==> src/rtl/core/sycc_pkg.sv <==
// Shared types and constants for the sYCC to RGB converter.
// Used by sycc_matrix and sycc_subsampled_to_rgb_unit; no dependencies.
`timescale 1ns / 1ps
`default_nettype none

package sycc_pkg;

  // Chroma subsampling modes; the unused code behaves as 4:4:4.
  typedef enum logic [1:0] {
    MODE_444 = 2'd0,
    MODE_422 = 2'd1,
    MODE_420 = 2'd2
  } sub_mode_t;

  // Where the chroma pair of a pixel comes from.
  typedef enum logic [1:0] {
    SRC_FRESH = 2'd0,
    SRC_HELD  = 2'd1,
    SRC_LINE  = 2'd2
  } chroma_src_t;

  // Register indexes on the configuration port.
  typedef enum logic [1:0] {
    REG_PRECISION  = 2'd0,
    REG_MODE       = 2'd1,
    REG_LINE_WIDTH = 2'd2
  } reg_index_t;

  // Stage load enables handed to the color matrix.
  typedef struct packed {
    logic load_prod;
    logic load_out;
  } matrix_ctl_t;

  // Chroma pair with Cb in the low half and Cr in the high half.
  typedef struct packed {
    logic [15:0] cr;
    logic [15:0] cb;
  } chroma_pair_t;

  // Q16 coefficients, rounded to nearest.
  localparam logic signed [17:0] K_CR_R = 18'sd91881;
  localparam logic signed [17:0] K_CB_G = 18'sd22544;
  localparam logic signed [17:0] K_CR_G = 18'sd46793;
  localparam logic signed [17:0] K_CB_B = 18'sd116130;

endpackage

`default_nettype wire

==> src/rtl/core/sycc_matrix.sv <==
// Two-stage color matrix: constant products, then truncation, luma add and clamp.
// Depends on sycc_pkg for the coefficients and the stage control struct.
`timescale 1ns / 1ps
`default_nettype none

module sycc_matrix
  import sycc_pkg::*;
(
  input  wire logic        clk,
  input  wire matrix_ctl_t ctl,
  input  wire logic [15:0] luma,
  input  wire logic [15:0] cb,
  input  wire logic [15:0] cr,
  input  wire logic [15:0] offset,
  input  wire logic [15:0] upb,
  output logic      [15:0] red,
  output logic      [15:0] green,
  output logic      [15:0] blue
);

  // Truncate a Q16 value toward zero; the integer part fits in 20 bits.
  function automatic logic signed [19:0] trunc_q16(input logic signed [35:0] p);
    logic signed [35:0] biased;
    begin
      biased = p + ((p < 0) ? 36'sd65535 : 36'sd0);
      trunc_q16 = biased[35:16];
    end
  endfunction

  function automatic logic [15:0] clamp_out(input logic signed [20:0] v,
                                            input logic [15:0] hi);
    begin
      if (v < 0) begin
        clamp_out = 16'd0;
      end else if (v > $signed({5'd0, hi})) begin
        clamp_out = hi;
      end else begin
        clamp_out = v[15:0];
      end
    end
  endfunction

  logic signed [16:0] cb_c;
  logic signed [16:0] cr_c;
  logic signed [34:0] prod_r;
  logic signed [34:0] prod_gb;
  logic signed [34:0] prod_gr;
  logic signed [34:0] prod_b;
  logic        [15:0] luma_d;

  logic signed [35:0] g_sum;
  logic signed [19:0] t_r;
  logic signed [19:0] t_g;
  logic signed [19:0] t_b;
  logic signed [20:0] y_ext;
  logic signed [20:0] v_r;
  logic signed [20:0] v_g;
  logic signed [20:0] v_b;

  assign cb_c = $signed({1'b0, cb}) - $signed({1'b0, offset});
  assign cr_c = $signed({1'b0, cr}) - $signed({1'b0, offset});

  always_ff @(posedge clk) begin
    if (ctl.load_prod) begin
      prod_r  <= cr_c * K_CR_R;
      prod_gb <= cb_c * K_CB_G;
      prod_gr <= cr_c * K_CR_G;
      prod_b  <= cb_c * K_CB_B;
      luma_d  <= luma;
    end
  end

  always_comb begin
    g_sum = 36'(prod_gb) + 36'(prod_gr);
    t_r   = trunc_q16(36'(prod_r));
    t_g   = trunc_q16(g_sum);
    t_b   = trunc_q16(36'(prod_b));
    y_ext = $signed({5'd0, luma_d});
    v_r   = y_ext + 21'(t_r);
    v_g   = y_ext - 21'(t_g);
    v_b   = y_ext + 21'(t_b);
  end

  always_ff @(posedge clk) begin
    if (ctl.load_out) begin
      red   <= clamp_out(v_r, upb);
      green <= clamp_out(v_g, upb);
      blue  <= clamp_out(v_b, upb);
    end
  end

endmodule

`default_nettype wire

==> config.mk <==
export PLATFORM = sky130hd
export DESIGN_NAME = sycc_matrix
export DESIGN_NICKNAME = d
export VERILOG_FILES = /design/src/rtl/core/sycc_pkg.sv /design/src/rtl/core/sycc_matrix.sv
export SDC_FILE = /design/constraint.sdc
export NUM_CORES = 2
export LEC_CHECK = 0
export BUFFER_PORTS_ARGS = -buffer_cell sky130_fd_sc_hd__buf_4
export CAP_MARGIN = 5
export CORE_MARGIN = 4
export CORE_UTILIZATION = 49
export DETAILED_ROUTE_END_ITERATION = 6
export GPL_ROUTABILITY_DRIVEN = 0
export PLACE_DENSITY_LB_ADDON = 0.3
export SLEW_MARGIN = 20
export SYNTH_ARGS = -nofsm -noshare
export SYNTH_HDL_FRONTEND = slang
export SYNTH_SLANG_ARGS = --single-unit
==> constraint.sdc <==
create_clock -name clk -period 9.9 [get_ports clk]
set_input_delay 0.495 -clock clk [delete_from_list [all_inputs] [get_ports clk]]
set_output_delay 0.495 -clock clk [all_outputs]
set_load 0.03 [all_outputs]
# == After elaboration in Yosys (flattened, before gate mapping) ==
# Index checks and enable logic that the tools add are counted.
# totals
regBits,196
inputBits,83
elab_cells,36
output_inout_bits,48
# op_classes
n_lt_le_gt_ge,9
mux,6
addsub,9
multipliers,4
# ops
operator,count
$add 35x17->36,3
$lt 35x1->1 const B,3
$mux 16,6
$mul 17x17->34 const B,2
$gt 21x17->1,3
$lt 21x1->1 const B,3
$add 17x20->21,2
$add 33x34->35,1
$mul 17x18->35 const B,1
$sub 16x16->17,2
$mul 17x12->29 const B,1
$sub 17x20->21,1

# == Logic depth before layout (Yosys ltp) ==
# logic_depth
depth_word,7
mapped_depth,40
ltp_nobuf,39

# == Least setup slack after synthesis ==
# No wires, ideal clock.
# synth_path
path_kind,input-to-reg
startpoint,in cb[0]
endpoint,reg prod_b[34] (data pin)
t_required_ps,9640
setup_time_ps,260
slack_ps,956
cell_stages,34
arrival_time_ps,8684
n_path_buf,2
cell_sequence,inv_1 > ha_1 > inv_1 > fa_1 > nand2_1 > nand2_1 > a21oi_1 > o21ai_0 > nor4b_1 > o31ai_1 > o21ai_0 > a21o_1 > a21o_1 > clkbuf_1 > clkinv_1 > buf_1 > fa_1 > ha_1 > inv_1 > fa_1 > inv_1 > fa_1 > fa_1 > ha_1 > and3_1 > a21oi_1 > o21ai_0 > o41ai_1 > o211a_1 > a21oi_1 > and4_1 > a2111oi_0 > a21oi_1 > xnor2_1
# synth_via
elab_chain_cells,2
# synth_lines
element,line,rtl
"start, declared",sycc_matrix.sv:12,"input wire logic [15:0] cb,"
$sub 16x16->17,sycc_matrix.sv:60,"assign cb_c = $signed({1'b0, cb}) - $signed({1'b0, offset});"
$mul 17x17->34,sycc_matrix.sv:68,prod_b <= cb_c * K_CB_B;
"end signal, assigned",sycc_matrix.sv:68,
"end, declared",sycc_matrix.sv:48,logic signed [34:0] prod_b;
# Every way passes these cells.
# A chain may end at the register's enable or synchronous reset.

==> qor.txt <==
Worst Setup End Kind -> flip-flop
antenna violations before repair -> 0
# setup viols final -> 0
final hold vios -> 0
H-tree Lvls -> 4
Yosys top cell area share -> 23.68%
Cell Area, Synth -> 0.03191 mm2
fillers -> 5828
Root Driver -> clkbuf_16
Synth Warn # -> 0
Gate Count Post-Synth -> 3258
Tcrit/Tclk final -> 93.87%
Synth Register Bits -> 187
violated checks -> design-rule violations
arrival time worst endpoint -> 9.54 ns
Rows -> 93
CP Max Fanout -> 16
dominant cell by count in the synthesized netlist -> inv_1
TritonCTS clock tree -> built
largest net degree at the start of global routing -> 89
Syn Area/Cell -> 9.795 um2
area leader, netlist -> ha_1
post-synthesis sequential area ratio -> 17.60%
Yosys cell types -> 92
# nets final -> 4447
Via-to-Cell Ratio -> 5.453
RSZ-0062 raised after global routing -> no
Global Route Usage Sum -> 22.74%
EDFF count, synth -> 187
# IOs -> 131
buffers added on ports -> 130
setup_tns -> 0 ns
Worst Tran Pin Value -> 1.151 ns
Residual DRC -> 5
crit path kind -> reg -> reg
max-slew violation count -> 0
CTS Buf Count -> 17
Startpoint Class -> flip-flop
Post-Route WL -> 77730 um
initial drt markers -> 1507
dpl hpwl -> 66860 um
Detailed Routing Iterations Pass 1 -> 7
kind of cell adding the most delay to the critical path -> compound AO/OA/AOI/OAI gates
Post-synth top cells -> 611 x inv_1, 604 x ha_1, 341 x fa_1
layout cells sized above 1 -> 7.226%
max incr delay on CP -> 0.48 ns
CTS sink count -> 187
Initial Util -> 49.51%
core area -> 0.06446 mm2
Most used DFF post-synth -> edfxtp_1
status -> complete, but fails checks
fraction of registers with async set/reset -> 0%
area grow syn2layout -> 8.927%
hold crit path type -> in -> reg
critical path's slowest cell -> a31oi_4
Die Y -> 263.2 um
relative slew slack -> 22.70%
Worst Skew -> 0.01506 ns
DR vias -> 23380
clock buffer depth -> 2
n_diodes -> 0
Detail Route Antenna Nets -> 0
Clock transition at path regs -> 0.08 ns
Chip Width -> 263.2 um
Routed wire per std cell -> 18.13 um
first-pass GRT wire length -> 124700 um
Max-Cap Viols -> 0
worst-skew pair later-pin latency -> 0.49 ns
crit path buf inv count -> 1
most area-consuming cells after synthesis -> ha_1 24%, fa_1 21%, edfxtp_1 18%, inv_1 7.2%, xnor2_1 5.2%
grt ovf -> 0
fmax -> 107.6 MHz
die area -> 0.06928 mm2
most frequent CP cell -> ha_1
minimum clock period -> 9.293 ns
post-synthesis net count -> 4286
Worst EP required -> 10.15 ns
vias in the first global route -> 22930
-- area by class of cell --
cell class	instances	area, um2	area share (%)
multi-input combinational	2431	23880	68.69
clock buffer	17	425.4	1.224
timing repair buffer	169	1272	3.661
clock inverter	15	200.2	0.5759
inverter	613	2301	6.619
sequential	187	5615	16.15
tap	855	1070	3.077
-- metal layers --
layer | routed length, um | global-route usage (%) | vias up | part of all wire (%)
li1 | - | - | 11420 | -
met1 | 36420 | 32.95 | 11150 | 47
met2 | 33440 | 34.41 | 692 | 43
met3 | 5111 | 3.972 | 117 | 6.6
met4 | 2752 | 8.138 | 0 | 3.5
met5 | 0 | 0 | - | 0
-- repair_timing --
item / in CTS / in global routing
endpoints found under the setup margin: 0 / 16
endpoints found under the hold margin: 0 / 0
setup buffers: 0 / 0
resized for setup: 0 / 2
hold buffers: 0 / 0
-- placed cells by master, fill, tap and decap left out, types with 70 or more instances in the layout --
cell type,count
xnor2_1,189
edfxtp_1,187
ha_1,604
nor2_1,144
a21oi_1,161
inv_1,611
nand2_1,164
fa_1,341
o21ai_0,107
buf_4,168
nand3_1,70
-- cells by family (layout without fill, tap and decap cells) --
kind of cell / Yosys count / after routing / synth area share [%]
AO/OA/AOI/OAI: 545 / 545 / 11.21
XOR/XNOR: 257 / 257 / 7.053
multiplexers: 41 / 41 / 1.309
buffers and inverters: 640 / 814 / 7.712
adder cells (fa/ha/maj): 946 / 946 / 45.10
flip-flops: 187 / 187 / 17.60
AND/OR/NAND/NOR: 642 / 642 / 10.02
-- stage by stage --
stage | hold slack (ns) | cell area (um2) | utilization, % | std cells | setup WS (ns)
6_report | 0.1742 | 34760 | 53.92 | 4287 | 0.6066
3_3_place_gp | 0.6740 | 34120 | 52.92 | 4255 | 0.7359
3_5_place_dp | 0.6743 | 34120 | 52.92 | 4255 | 0.5179
2_1_floorplan | 0.5939 | 31910 | - | 3258 | 0.9558
4_1_cts | 0.1399 | 34740 | 53.89 | 4287 | 0.4538
5_1_grt | 0.1466 | 34760 | 53.92 | 4287 | 0.04689
-- worst paths after layout --
kind / cells after the start / startpoint / slack (ns) / to
setup / recovery: 37 / prod_r[4]$_DFFE_PP_ / 0.61 / green[15]$_SDFFCE_PN0P_
hold / removal: 1 / luma[9] / 0.17 / luma_d[9]$_DFFE_PP_
hold reg to reg: 3 / luma_d[0]$_DFFE_PP_ / 0.89 / blue[0]$_SDFFCE_PN0P_
setup reg to reg: 37 / prod_r[4]$_DFFE_PP_ / 0.61 / green[15]$_SDFFCE_PN0P_
-- sequential cells by signal (all words and copies together), names as in the netlist --
name,flops
prod_r,35
prod_gb,25
prod_gr,29
green,16
blue,16
prod_b,34
luma_d,16
red,16
Power is left out: the tool's default activity adds up to more than one toggle a clock period on the data nets, which glitch-free logic cannot reach.
